## config.mk

```make
export PLATFORM = sky130hd
export DESIGN_NAME = fifo_contiguous_slot_allocator_top_flat
export DESIGN_NICKNAME = d
export VERILOG_FILES = /design/src/design/fcsa_pkg.sv /design/src/design/fcsa_req_if.sv /design/src/design/fcsa_rsp_if.sv /design/src/design/fifo_contiguous_slot_allocator_top.sv /design/src/flat_wrapper.sv
export SDC_FILE = /design/constraint.sdc
export NUM_CORES = 1
export LEC_CHECK = 0
export BUFFER_PORTS_ARGS = -buffer_cell sky130_fd_sc_hd__buf_4
export CAP_MARGIN = 20
export CORE_MARGIN = 10
export CORE_UTILIZATION = 25
export DETAILED_ROUTE_END_ITERATION = 10
export RECOVER_POWER = 50
export SETUP_SLACK_MARGIN = 0.15
export SYNTH_ARGS = -nofsm -noshare
export SYNTH_HDL_FRONTEND = slang
export SYNTH_SLANG_ARGS = --single-unit
export TNS_END_PERCENT = 100
```

## constraint.sdc

```tcl
create_clock -name clk -period 7.98 [get_ports clk]
set_input_delay 0 -clock clk [delete_from_list [all_inputs] [get_ports clk]]
set_output_delay 0 -clock clk [all_outputs]
set_load 0.01 [all_outputs]
```

## src/design/fcsa_pkg.sv

```systemverilog
package fcsa_pkg;

  localparam int COUNT_W  = 5;
  localparam int START_W  = 4;
  localparam int TICKET_W = 8;
  localparam int POS_W    = 4;

  localparam logic FUNC_RESERVE = 1'b0;
  localparam logic FUNC_RELEASE = 1'b1;

  typedef enum logic [1:0] {
    KIND_GRANT    = 2'd0,
    KIND_QUEUED   = 2'd1,
    KIND_REJECTED = 2'd2,
    KIND_RELEASED = 2'd3
  } kind_t;

endpackage

```

## src/design/fcsa_req_if.sv

```systemverilog
interface fcsa_req_if;
  logic                          valid;
  logic                          ready;
  logic                          func;
  logic [fcsa_pkg::COUNT_W-1:0]  count;
  logic [fcsa_pkg::START_W-1:0]  start_req;

  modport source (output valid, output func, output count, output start_req, input ready);
  modport sink (input valid, input func, input count, input start_req, output ready);
endinterface

```

## src/design/fcsa_rsp_if.sv

```systemverilog
interface fcsa_rsp_if;
  logic                          valid;
  logic                          ready;
  fcsa_pkg::kind_t               kind;
  logic [fcsa_pkg::TICKET_W-1:0] ticket;
  logic [fcsa_pkg::POS_W-1:0]    position;
  logic                          last;

  modport source (output valid, output kind, output ticket, output position, output last,
                  input ready);
  modport sink (input valid, input kind, input ticket, input position, input last,
                output ready);
endinterface

```

## src/design/fifo_contiguous_slot_allocator_top.sv

```systemverilog
// A reserve that joins the queue offers its one result after the head check with size
// read, the search load, five search steps, the decision and the output load. A rejected
// reserve goes straight from acceptance to the output load. A new request is taken only
// in IDLE, once the last result of the one before is in the output register; a release
// runs check, search and decision per drained grant, and again if the head stays blocked.
// Reset (rst, synchronous, active high) frees all slots, empties the wait queue and
// zeroes both ticket counters; the wait-size memory itself is not cleared.
module fifo_contiguous_slot_allocator_top #(
  parameter int SLOTS  = 16,
  parameter int QDEPTH = 8
) (
  input logic        clk,
  input logic        rst,
  fcsa_req_if.sink   req,
  fcsa_rsp_if.source rsp
);

  // Widths derived from the pool size and the queue depth.
  localparam int PIDX_W = $clog2(SLOTS);
  localparam int QIDX_W = (QDEPTH > 1) ? $clog2(QDEPTH) : 1;
  localparam int FILL_W = $clog2(QDEPTH + 1);
  localparam int PEXT_W = (PIDX_W > fcsa_pkg::POS_W) ? PIDX_W : fcsa_pkg::POS_W;
  localparam int CNT_W  = fcsa_pkg::COUNT_W;
  localparam int STEP_W = $clog2(CNT_W);

  // The sequencer. CHECK reads the queue head's size from memory, LOAD seeds the
  // window search, SCAN runs one bit of the size per cycle, FIND decides on a grant
  // and FLUSH hands the final result of a request to the output register.
  typedef enum logic [5:0] {
    ST_IDLE  = 6'b000001,
    ST_CHECK = 6'b000010,
    ST_LOAD  = 6'b000100,
    ST_SCAN  = 6'b001000,
    ST_FIND  = 6'b010000,
    ST_FLUSH = 6'b100000
  } state_t;

  state_t state;

  // Allocator state. A set bit of occ marks a slot in use.
  logic [SLOTS-1:0]              occ;
  logic [QIDX_W-1:0]             head;
  logic [QIDX_W-1:0]             tail;
  logic [FILL_W-1:0]             fill;
  logic [fcsa_pkg::TICKET_W-1:0] next_ticket;
  logic [fcsa_pkg::TICKET_W-1:0] served_ticket;

  // Run sizes of waiting requests, one entry per queue place.
  logic [CNT_W-1:0] wait_sizes [QDEPTH];
  logic [CNT_W-1:0] size_rdata;
  logic             size_we;
  logic             size_re;

  // Request being worked on.
  logic                          is_rel;
  logic [fcsa_pkg::TICKET_W-1:0] mine;

  // Window search. After k steps, bit s of win is set when the slots from s up to,
  // but not including, s plus the low k bits of len are free, and bit s of pw is set
  // when the 2**k slots from s onward are free. Bits past the pool read as occupied.
  logic [CNT_W-1:0]  len;
  logic [STEP_W-1:0] step;
  logic [SLOTS-1:0]  win;
  logic [SLOTS-1:0]  pw;
  logic [CNT_W-1:0]  win_shift;
  logic [CNT_W-1:0]  pw_shift;

  // A result that waits until it is known whether another one follows it.
  fcsa_pkg::kind_t               held_kind;
  logic [fcsa_pkg::TICKET_W-1:0] held_ticket;
  logic [PIDX_W-1:0]             held_pos;

  // Output register.
  logic                          rsp_valid;
  fcsa_pkg::kind_t               rsp_kind;
  logic [fcsa_pkg::TICKET_W-1:0] rsp_ticket;
  logic [fcsa_pkg::POS_W-1:0]    rsp_position;
  logic                          rsp_last;
  logic                          out_free;
  logic                          rsp_load;

  logic                          accept;
  logic                          bad_reserve;
  logic                          fits;
  logic [PIDX_W-1:0]             pos_low;
  logic [PEXT_W-1:0]             held_pos_ext;
  logic [SLOTS-1:0]              rel_mask;
  logic [SLOTS-1:0]              grant_mask;
  logic [QIDX_W-1:0]             head_inc;
  logic [QIDX_W-1:0]             tail_inc;

  assign req.ready    = (state == ST_IDLE);
  assign accept       = req.valid && req.ready;
  assign out_free     = !rsp_valid || rsp.ready;

  // The output register takes a new result from FLUSH, or from FIND when a release
  // grants another request and the held result goes out ahead of it.
  assign rsp_load     = out_free &&
                        ((state == ST_FLUSH) || ((state == ST_FIND) && is_rel && fits));

  assign rsp.valid    = rsp_valid;
  assign rsp.kind     = rsp_kind;
  assign rsp.ticket   = rsp_ticket;
  assign rsp.position = rsp_position;
  assign rsp.last     = rsp_last;

  // A reserve is turned away for a size of zero, a size beyond the pool or a full queue.
  assign bad_reserve = (req.count == '0) || (32'(req.count) > 32'(SLOTS)) ||
                       (32'(fill) >= 32'(QDEPTH));

  assign head_inc = (32'(head) == 32'(QDEPTH - 1)) ? '0 : head + QIDX_W'(1);
  assign tail_inc = (32'(tail) == 32'(QDEPTH - 1)) ? '0 : tail + QIDX_W'(1);

  assign win_shift    = len & ~({CNT_W{1'b1}} << step);
  assign pw_shift     = CNT_W'(1) << step;
  assign held_pos_ext = PEXT_W'(held_pos);

  // The lowest start among the windows that fit.
  always_comb begin
    pos_low = '0;
    for (int i = SLOTS - 1; i >= 0; i--) begin
      if (win[i]) begin
        pos_low = PIDX_W'(i);
      end
    end
  end

  assign fits = |win;

  // Slots freed by a release, clipped at the end of the pool, and slots taken by a grant.
  always_comb begin
    for (int i = 0; i < SLOTS; i++) begin
      rel_mask[i]   = (32'(i) >= 32'(req.start_req)) &&
                      (32'(i) < 32'(req.start_req) + 32'(req.count));
      grant_mask[i] = (32'(i) >= 32'(pos_low)) &&
                      (32'(i) < 32'(pos_low) + 32'(len));
    end
  end

  // The size memory is written when a reserve joins the queue and read when the
  // sequencer looks at the head; the two never fall in the same cycle.
  assign size_we = accept && (req.func == fcsa_pkg::FUNC_RESERVE) && !bad_reserve;
  assign size_re = (state == ST_CHECK);

  always_ff @(posedge clk) begin
    if (size_we) begin
      wait_sizes[tail] <= req.count;
    end
    if (size_re) begin
      size_rdata <= wait_sizes[head];
    end
  end

  always_ff @(posedge clk) begin
    if (rst) begin
      state         <= ST_IDLE;
      occ           <= '0;
      head          <= '0;
      tail          <= '0;
      fill          <= '0;
      next_ticket   <= '0;
      served_ticket <= '0;
      rsp_valid     <= 1'b0;
    end else begin
      if (rsp_valid && rsp.ready && !rsp_load) begin
        rsp_valid <= 1'b0;
      end

      case (state)
        ST_IDLE: begin
          if (accept) begin
            if (req.func == fcsa_pkg::FUNC_RELEASE) begin
              occ         <= occ & ~rel_mask;
              is_rel      <= 1'b1;
              held_kind   <= fcsa_pkg::KIND_RELEASED;
              held_ticket <= '0;
              held_pos    <= '0;
              state       <= ST_CHECK;
            end else if (bad_reserve) begin
              held_kind   <= fcsa_pkg::KIND_REJECTED;
              held_ticket <= next_ticket;
              held_pos    <= '0;
              state       <= ST_FLUSH;
            end else begin
              tail        <= tail_inc;
              fill        <= fill + FILL_W'(1);
              mine        <= next_ticket;
              next_ticket <= next_ticket + fcsa_pkg::TICKET_W'(1);
              is_rel      <= 1'b0;
              state       <= ST_CHECK;
            end
          end
        end

        ST_CHECK: begin
          // An empty queue ends a release; a reserve always finds its own entry.
          if (fill == '0) begin
            state <= ST_FLUSH;
          end else begin
            state <= ST_LOAD;
          end
        end

        ST_LOAD: begin
          len   <= size_rdata;
          win   <= '1;
          pw    <= ~occ;
          step  <= '0;
          state <= ST_SCAN;
        end

        ST_SCAN: begin
          if (len[step]) begin
            win <= win & (pw >> win_shift);
          end
          pw <= pw & (pw >> pw_shift);
          if (32'(step) == 32'(CNT_W - 1)) begin
            state <= ST_FIND;
          end else begin
            step <= step + STEP_W'(1);
          end
        end

        ST_FIND: begin
          if (!is_rel) begin
            // A reserve gives exactly one result: a grant of the head or a queued notice.
            if (fits) begin
              occ           <= occ | grant_mask;
              head          <= head_inc;
              fill          <= fill - FILL_W'(1);
              served_ticket <= served_ticket + fcsa_pkg::TICKET_W'(1);
              held_kind     <= fcsa_pkg::KIND_GRANT;
              held_ticket   <= served_ticket;
              held_pos      <= pos_low;
            end else begin
              held_kind   <= fcsa_pkg::KIND_QUEUED;
              held_ticket <= mine;
              held_pos    <= '0;
            end
            state <= ST_FLUSH;
          end else if (!fits) begin
            state <= ST_FLUSH;
          end else if (out_free) begin
            // Another grant follows, so the held result goes out as not last.
            rsp_valid     <= 1'b1;
            rsp_kind      <= held_kind;
            rsp_ticket    <= held_ticket;
            rsp_position  <= held_pos_ext[fcsa_pkg::POS_W-1:0];
            rsp_last      <= 1'b0;
            occ           <= occ | grant_mask;
            head          <= head_inc;
            fill          <= fill - FILL_W'(1);
            served_ticket <= served_ticket + fcsa_pkg::TICKET_W'(1);
            held_kind     <= fcsa_pkg::KIND_GRANT;
            held_ticket   <= served_ticket;
            held_pos      <= pos_low;
            state         <= ST_CHECK;
          end
        end

        ST_FLUSH: begin
          if (out_free) begin
            rsp_valid    <= 1'b1;
            rsp_kind     <= held_kind;
            rsp_ticket   <= held_ticket;
            rsp_position <= held_pos_ext[fcsa_pkg::POS_W-1:0];
            rsp_last     <= 1'b1;
            state        <= ST_IDLE;
          end
        end

        default: begin
          state <= ST_IDLE;
        end
      endcase
    end
  end

endmodule

```

## src/flat_wrapper.sv

```systemverilog
// flat-port wrapper written by rule: the top's interface ports become plain ports
module fifo_contiguous_slot_allocator_top_flat 
#(
  parameter int SLOTS  = 16,
  parameter int QDEPTH = 8
)
  (clk, rst, req_valid, req_func, req_count, req_start_req, req_ready, rsp_valid, rsp_kind, rsp_ticket, rsp_position, rsp_last, rsp_ready);
  fcsa_req_if req_i ();
  fcsa_rsp_if rsp_i ();
  input logic clk;
  input logic rst;
  input wire logic [$bits(req_i.valid)-1:0] req_valid;
  input wire logic [$bits(req_i.func)-1:0] req_func;
  input wire logic [$bits(req_i.count)-1:0] req_count;
  input wire logic [$bits(req_i.start_req)-1:0] req_start_req;
  output wire logic [$bits(req_i.ready)-1:0] req_ready;
  output wire logic [$bits(rsp_i.valid)-1:0] rsp_valid;
  output wire logic [$bits(rsp_i.kind)-1:0] rsp_kind;
  output wire logic [$bits(rsp_i.ticket)-1:0] rsp_ticket;
  output wire logic [$bits(rsp_i.position)-1:0] rsp_position;
  output wire logic [$bits(rsp_i.last)-1:0] rsp_last;
  input wire logic [$bits(rsp_i.ready)-1:0] rsp_ready;
  assign req_i.valid = req_valid;
  assign req_i.func = req_func;
  assign req_i.count = req_count;
  assign req_i.start_req = req_start_req;
  assign req_ready = req_i.ready;
  assign rsp_valid = rsp_i.valid;
  assign rsp_kind = rsp_i.kind;
  assign rsp_ticket = rsp_i.ticket;
  assign rsp_position = rsp_i.position;
  assign rsp_last = rsp_i.last;
  assign rsp_i.ready = rsp_ready;
  fifo_contiguous_slot_allocator_top #(.SLOTS(SLOTS), .QDEPTH(QDEPTH)) u_core (.clk(clk), .rst(rst), .req(req_i), .rsp(rsp_i));
endmodule
```

==> results of run 1 <==
[worst max-delay path, stage by stage (launching register included)]
cell and delay (ns):
dfxtp_1 0.39, nor4_1 0.34, nand3_1 0.46, o21ai_0 0.32, clkbuf_1 0.74, a21boi_0 0.25
clkbuf_1 0.71
[final timing paths]
check | end | slack (ns) | cells after the start
max | u_core.win[15]$_SDFFCE_PP1P_ | 4.38 | 6
min | u_core.occ[7]$_SDFFE_PP0P_ | 0.04 | 3
max reg2reg | u_core.win[15]$_SDFFCE_PP1P_ | 4.38 | 6
min reg2reg | u_core.rsp.ticket[0]$_DFFE_PP_ | 0.42 | 0
[layout make-up]
cell class,count,area [µm²],share of cell area
Inverter,21,78.83,0.007374
Sequential cell,172,4674,0.4373
Clock buffer,18,429.2,0.04014
Tap cell,504,630.6,0.05899
Clock inverter,14,190.2,0.01779
Multi-Input combinational cell,645,4415,0.4130
Timing Repair Buffer,48,271.5,0.02540
[synth_stat cells, types with 4 or more instances]
cell / number / share of area
a211oi_1: 14 / 0.011
a21boi_0: 10 / 0.0080
a21oi_1: 46 / 0.025
a221oi_1: 6 / 0.0056
a31oi_1: 15 / 0.010
and2_1: 8 / 0.0053
and3_1: 12 / 0.0080
buf_2: 5 / 0.0027
clkbuf_1: 44 / 0.018
dfxtp_1: 49 / 0.10
edfxtp_1: 123 / 0.39
ha_1: 22 / 0.029
inv_1: 20 / 0.0080
mux2_2: 7 / 0.0084
mux2i_1: 23 / 0.025
mux4_2: 21 / 0.050
nand2_1: 85 / 0.034
nand2b_1: 14 / 0.0093
nand3_1: 26 / 0.014
nand3b_1: 12 / 0.0096
nand4_1: 16 / 0.011
nor2_1: 76 / 0.030
nor2b_1: 10 / 0.0067
nor3_1: 18 / 0.0096
nor3b_1: 4 / 0.0032
nor4_1: 14 / 0.0093
o211ai_1: 8 / 0.0064
o21a_1: 6 / 0.0048
o21ai_0: 59 / 0.031
o22ai_1: 18 / 0.012
o311ai_0: 4 / 0.0037
o31ai_1: 4 / 0.0032
o32ai_1: 5 / 0.0047
or3_1: 4 / 0.0027
xnor2_1: 9 / 0.0084
xor2_1: 12 / 0.011
[kinds of logic after synthesis]
kind of cell | Yosys count
and+or+nand+nor | 315
AOI/OAI and AO/OA | 233
DFF | 172
buffers and inverters | 75
muxes | 51
adders and majority gates | 25
xor gates and xnor gates | 21
[power groups by stage]
stage | Sequential [W] | Clock (W) | Combinational (W)
finish | 0.00100 | 0.000879 | 0.000164
global route | 0.00101 | 0.000934 | 0.000182
CTS | 0.00100 | 0.000894 | 0.000174
detailed placement | 0.00102 | 0 | 0.000171
global placement | 0.00102 | 0 | 0.000168
floorplan | 0.00101 | 0 | 0.000127
[flip-flops by register name, indices dropped and copies added, names as in the netlist]
name,cells
u_core.next_ticket,8
u_core.served_ticket,8
u_core.held_ticket,8
u_core.state,6
u_core.held_kind,2
u_core.rsp.position,4
u_core.len,5
u_core.head,3
u_core.tail,3
u_core.step,3
u_core.occ,16
u_core.rsp.ticket,8
u_core.held_pos,4
u_core.mine,8
u_core.fill,4
u_core.rsp.kind,2
u_core.is_rel,1
u_core.pw,16
u_core.wait_sizes,40
u_core.win,16
u_core.rsp.last,1
u_core.size_rdata,5
u_core.rsp.valid,1
[per-stage QoR]
| stage | hold WS (ns) | total power [W] | std cells | setup WS [ns] |
|---|---|---|---|---|
| 2_1_floorplan | 0.09887 | 0.001139 | 892 | 3.960 |
| 3_3_place_gp | 0.3028 | 0.001190 | 1381 | 4.029 |
| 3_5_place_dp | 0.3018 | 0.001194 | 1381 | 3.964 |
| 4_1_cts | 0.02032 | 0.002070 | 1419 | 3.980 |
| 5_1_grt | 0.07100 | 0.002121 | 1422 | 4.055 |
| 6_report | 0.04098 | 0.002045 | 1422 | 4.377 |
[layer usage]
| metal | global-route usage | vias up | wire length [µm] |
|---|---|---|---|
| met4 | 0.04180 | 0 | 667 |
| li1 | - | 3447 | - |
| met1 | 0.1448 | 3539 | 11120 |
| met2 | 0.1648 | 250 | 11140 |
| met3 | 0.01942 | 38 | 1351 |
| met5 | 0 | - | 0 |
[repair_timing]
item                                   in CTS  in global routing
hold buffers                                6                  0
setup endpoints to repair                   0                  0
endpoints found under the hold margin      42                  0
==> impl_metrics.yaml, run 1 <==
yosys:
  synth-xor-area-share: 0.01957
  netlist_area_um2: 9397
  ys_seq_area_frac: 0.4975
  synth_fa_ha_area_frac: 0.03569
  synth_top_family_by_area: "simple AND/OR/NAND/NOR gates"
  synth_compound_area_frac: 0.1635
  synthFlopType: "edfxtp_1"
  synth_edf_count: 123
  async_flop_share: 0
  ys_types: 74
  synthSimpleGateAreaFrac: 0.1687
  postSynthAreaPerCell_um2: 10.53
  synth_mux_area_frac: 0.08322
  synthCells: 892
  syn-num-nets: 931
  yosysWarnings: 0
  synth-seq-cells: 172
worst_setup_path:
  arrival_ns: 3.67
  cp-startpoint: "u_core.state[0]$_SDFFE_PP1P_"
  start_kind: "register"
  crit_path_max_fanout: 17
  endpoint_kind: "register"
  crit_type: "reg2reg"
  required_ns: 8.04
  r2r_start: "u_core.state[0]$_SDFFE_PP1P_"
clock_tree:
  post-cts-setup-buffer-count: 0
  cts_tree: "yes"
  path_clk_slew_ns: 0.07
  cts.sinks: 172
  clk_latency_ns: 0.44
  cts-htree-levels: 4
  clockRootBuffer: "clkbuf_16"
  cts_made_buffers: 17
  cts_resized: 0
  clockBufferDepth: 2
hold_path:
  hp-class: "in2reg"
  holdCritStartpoint: "req_start_req[3]"
placement:
  hpwl_um: 17290
  place_area_um2: 10110
  gp_congestion: 0.9432
  io_buffers: 30
sta:
  post-route-period-util: 0.4516
  clock_skew_ns: 0.007412
  worstMarginPinSlew_ns: 1.676
  drv_slew: 38
  hold_viol: 0
  slew_headroom: -0.1176
  grt_setup_unrepaired: "no"
  fin_crit_ns: 3.603
  fmax_ghz: 0.2775
  finalSetupTns_ns: 0
  setup_viol: 0
grt:
  first_global_vias: 6864
  grt_usage: 0.1067
  grt_overflow: 0
  antenna_found_initial: 0
  grt_max_degree: 57
  grt_pass1_wl_um: 38810
routing:
  totalWireLength_um: 24280
  route.detailed.drc: 0
  drtPass1Iterations: 7
  via_count: 7274
  drtIter0Drc: 802
  final_antenna_net_count: 0
  via_per_inst: 5.115
  routedWlPerCell_um: 17.07
die:
  core_um2: 36870
  ios: 31
  start_util: 0.2548
  dieArea_um2: 45740
  die_h_um: 213.9
  die_w_um: 213.9
  rows: 70
power:
  sw_frac_of_total: 0.2561
  p_sw_w: 0.0005238
  intPower_w: 0.001522
  clkPwrFrac: 0.430
  power.density_nw_per_um2: 191.3
  p_comb_frac: 0.080
  p_seq_frac: 0.490
  vdd_drop_max_mv: 0.1468
  p_leak_nw: 3.469
outcome:
  violations: "capacitance limit, slew limit"
  status: "complete, but fails checks"
final_layout:
  nNetsFinal: 944
  areaGrowthSynthToFinish_pct: 13.77
  diodes: 0
  final_common_cell: "edfxtp_1"
  fin_util: 0.2899
  drive_gt1_frac: 0.09150
  layout_common_cells: "123 x edfxtp_1, 85 x nand2_1, 76 x nor2_1, 58 x o21ai_0, 49 x dfxtp_1"
  fillers: 3818
  design_area_um2: 10690
job:
  cap_violations: 1
(Power assumes the default switching activity.)
==> run 2, diff against run 1 <==
==> constraint.sdc (replaced) <==
create_clock -name clk -period 3.6 [get_ports clk]
set_input_delay 0 -clock clk [delete_from_list [all_inputs] [get_ports clk]]
set_output_delay 0 -clock clk [all_outputs]
set_load 0.01 [all_outputs]
==> run 2 against run 1 <==
Critical path type unchanged; setup slack worse by 4.0 ns; sequential share of layout area fell by 0.50 points; the flow now finishes without violations; non-clock buffer count increased by 13; cell count rose by 0.91%; fmax is 11% higher; total power up 120%; critical endpoint is now u_core.win[0]$_SDFFCE_PP1P_; hold slack improved by 0.0040 ns; register-to-register slack worse by 4.0 ns; die area is the same; first-iteration DRC count shrank 12%; sequential power increased by 120%; final area up 1.1%.
==> impl_metrics.yaml, run 2 (same netlist as run 1, synthesis figures left out) <==
routing:
  drtPass1Iterations: 5
  drtIter0Drc: 706
  via_count: 7215
  via_per_inst: 5.028
  routedWlPerCell_um: 16.64
  final_antenna_net_count: 0
  totalWireLength_um: 23870
  route.detailed.drc: 0
grt:
  grt_pass1_wl_um: 38390
  grt_max_degree: 57
  antenna_found_initial: 0
  first_global_vias: 6690
  grt_overflow: 0
  grt_usage: 0.1055
worst_setup_path:
  crit_path_max_fanout: 17
  crit_type: "reg2reg"
  start_kind: "register"
  arrival_ns: 3.33
  endpoint_kind: "register"
  required_ns: 3.68
placement:
  gp_congestion: 0.8888
  io_buffers: 30
  place_area_um2: 10240
  hpwl_um: 17420
clock_tree:
  path_clk_slew_ns: 0.07
  cts.sinks: 172
  post-cts-setup-buffer-count: 0
  clk_latency_ns: 0.42
  cts_made_buffers: 17
  cts-htree-levels: 4
  cts_tree: "yes"
  clockRootBuffer: "clkbuf_16"
  clockBufferDepth: 2
die:
  ios: 31
  core_um2: 36870
  dieArea_um2: 45740
  rows: 70
  die_w_um: 213.9
  die_h_um: 213.9
  start_util: 0.2548
final_layout:
  areaGrowthSynthToFinish_pct: 15.07
  layout_common_cells: "123 x edfxtp_1, 85 x nand2_1, 76 x nor2_1, 58 x o21ai_0, 49 x dfxtp_1"
  largest-register: "u_core.wait_sizes"
  fin_util: 0.2932
  final_common_cell: "edfxtp_1"
  design_area_um2: 10810
  diodes: 0
  drive_gt1_frac: 0.1106
  largest_reg_flops: 40
  nNetsFinal: 957
sta:
  hold_viol: 0
  worstMarginPinSlew_ns: 1.263
  fin_crit_ns: 3.249
  slew_headroom: 0.1582
  post-route-period-util: 0.9026
  grt_setup_unrepaired: "yes"
  clock_skew_ns: 0.01126
  drv_slew: 0
  whs_ns: 0.04495
  finalSetupTns_ns: 0
  fmax_ghz: 0.3078
  setup_viol: 0
power:
  p_leak_nw: 3.545
  vdd_drop_max_mv: 0.2939
  power.density_nw_per_um2: 409.4
job:
  cap_violations: 0
outcome:
  status: "complete, no violations"
hold_path:
  hp-class: "in2reg"
## run 2: changes by cell type in the layout (fill, tap and decap cells not counted), sizes merged
| cell | previous run | this run |
|---|---|---|
| clkinv | 4 | 6 |
| bufinv | 2 | 1 |
| clkbuf | 47 | 46 |
| dlygate4sd3 | 6 | 7 |
| buf | 13 | 25 |
## run 2: path summary, 6_finish.rpt
check,start,endpoint,slack [ns],cells past startpoint
worst max register to register,u_core.state[0]$_SDFFE_PP1P_,u_core.win[0]$_SDFFCE_PP1P_,0.35,7
worst min register to register,u_core.held_ticket[7]$_DFFE_PP_,u_core.rsp.ticket[7]$_DFFE_PP_,0.41,0
worst max-delay path,u_core.state[0]$_SDFFE_PP1P_,u_core.win[0]$_SDFFCE_PP1P_,0.35,7
worst min-delay path,req_valid,u_core.state[4]$_SDFFE_PP0P_,0.04,3
## run 2: timing repair
item                       in CTS  in global routing
pin swaps                       0                  1
hold buffers                    7                  0
hold endpoints to repair       43                  0
resized for setup               1                  6
setup endpoints to repair       1                 12
## run 2: area by class of cell
cell class	instances	area [µm²]
Fill cell	3816	26060
Sequential cell	172	4674
Multi-Input combinational cell	645	4452
Tap cell	504	630.6
Clock buffer	17	425.4
Timing Repair Buffer	61	380.4
Clock inverter	15	171.4
Inverter	21	78.83
## run 2: power breakdown
part	leakage, nW	switching, W	internal, W
sequential	1.49	0.0000439	0.00218
clock	0.294	0.000848	0.000992
combinational	1.76	0.000230	0.000136
## run 2: metal layers
| layer | part of all wire | global-route usage |
|---|---|---|
| met1 | 0.47 | 0.1466 |
| met2 | 0.47 | 0.1647 |
| met3 | 0.047 | 0.01767 |
| met4 | 0.0098 | 0.03080 |
| met5 | 0 | 0 |
## run 2: critical path, cell delays in order, from the launching register on
cell and delay [ns]:
dfxtp_1 0.40, nor4_1 0.35, nand3_1 0.12, clkbuf_1 0.32, o21ai_0 0.24, clkbuf_1 0.81
a21boi_0 0.25, clkbuf_2 0.41
## run 2: stage by stage
step / instances / total power, W / worst slack, ns
finish: 1435 / 0.004427 / 0.3506
global route: 1435 / 0.004618 / 0.09885
CTS: 1435 / 0.004499 / 0.2217
detailed placement: 1396 / 0.002650 / 0.1969
global placement: 1396 / 0.002642 / 0.2345
floorplan: 892 / 0.002524 / 0.3941
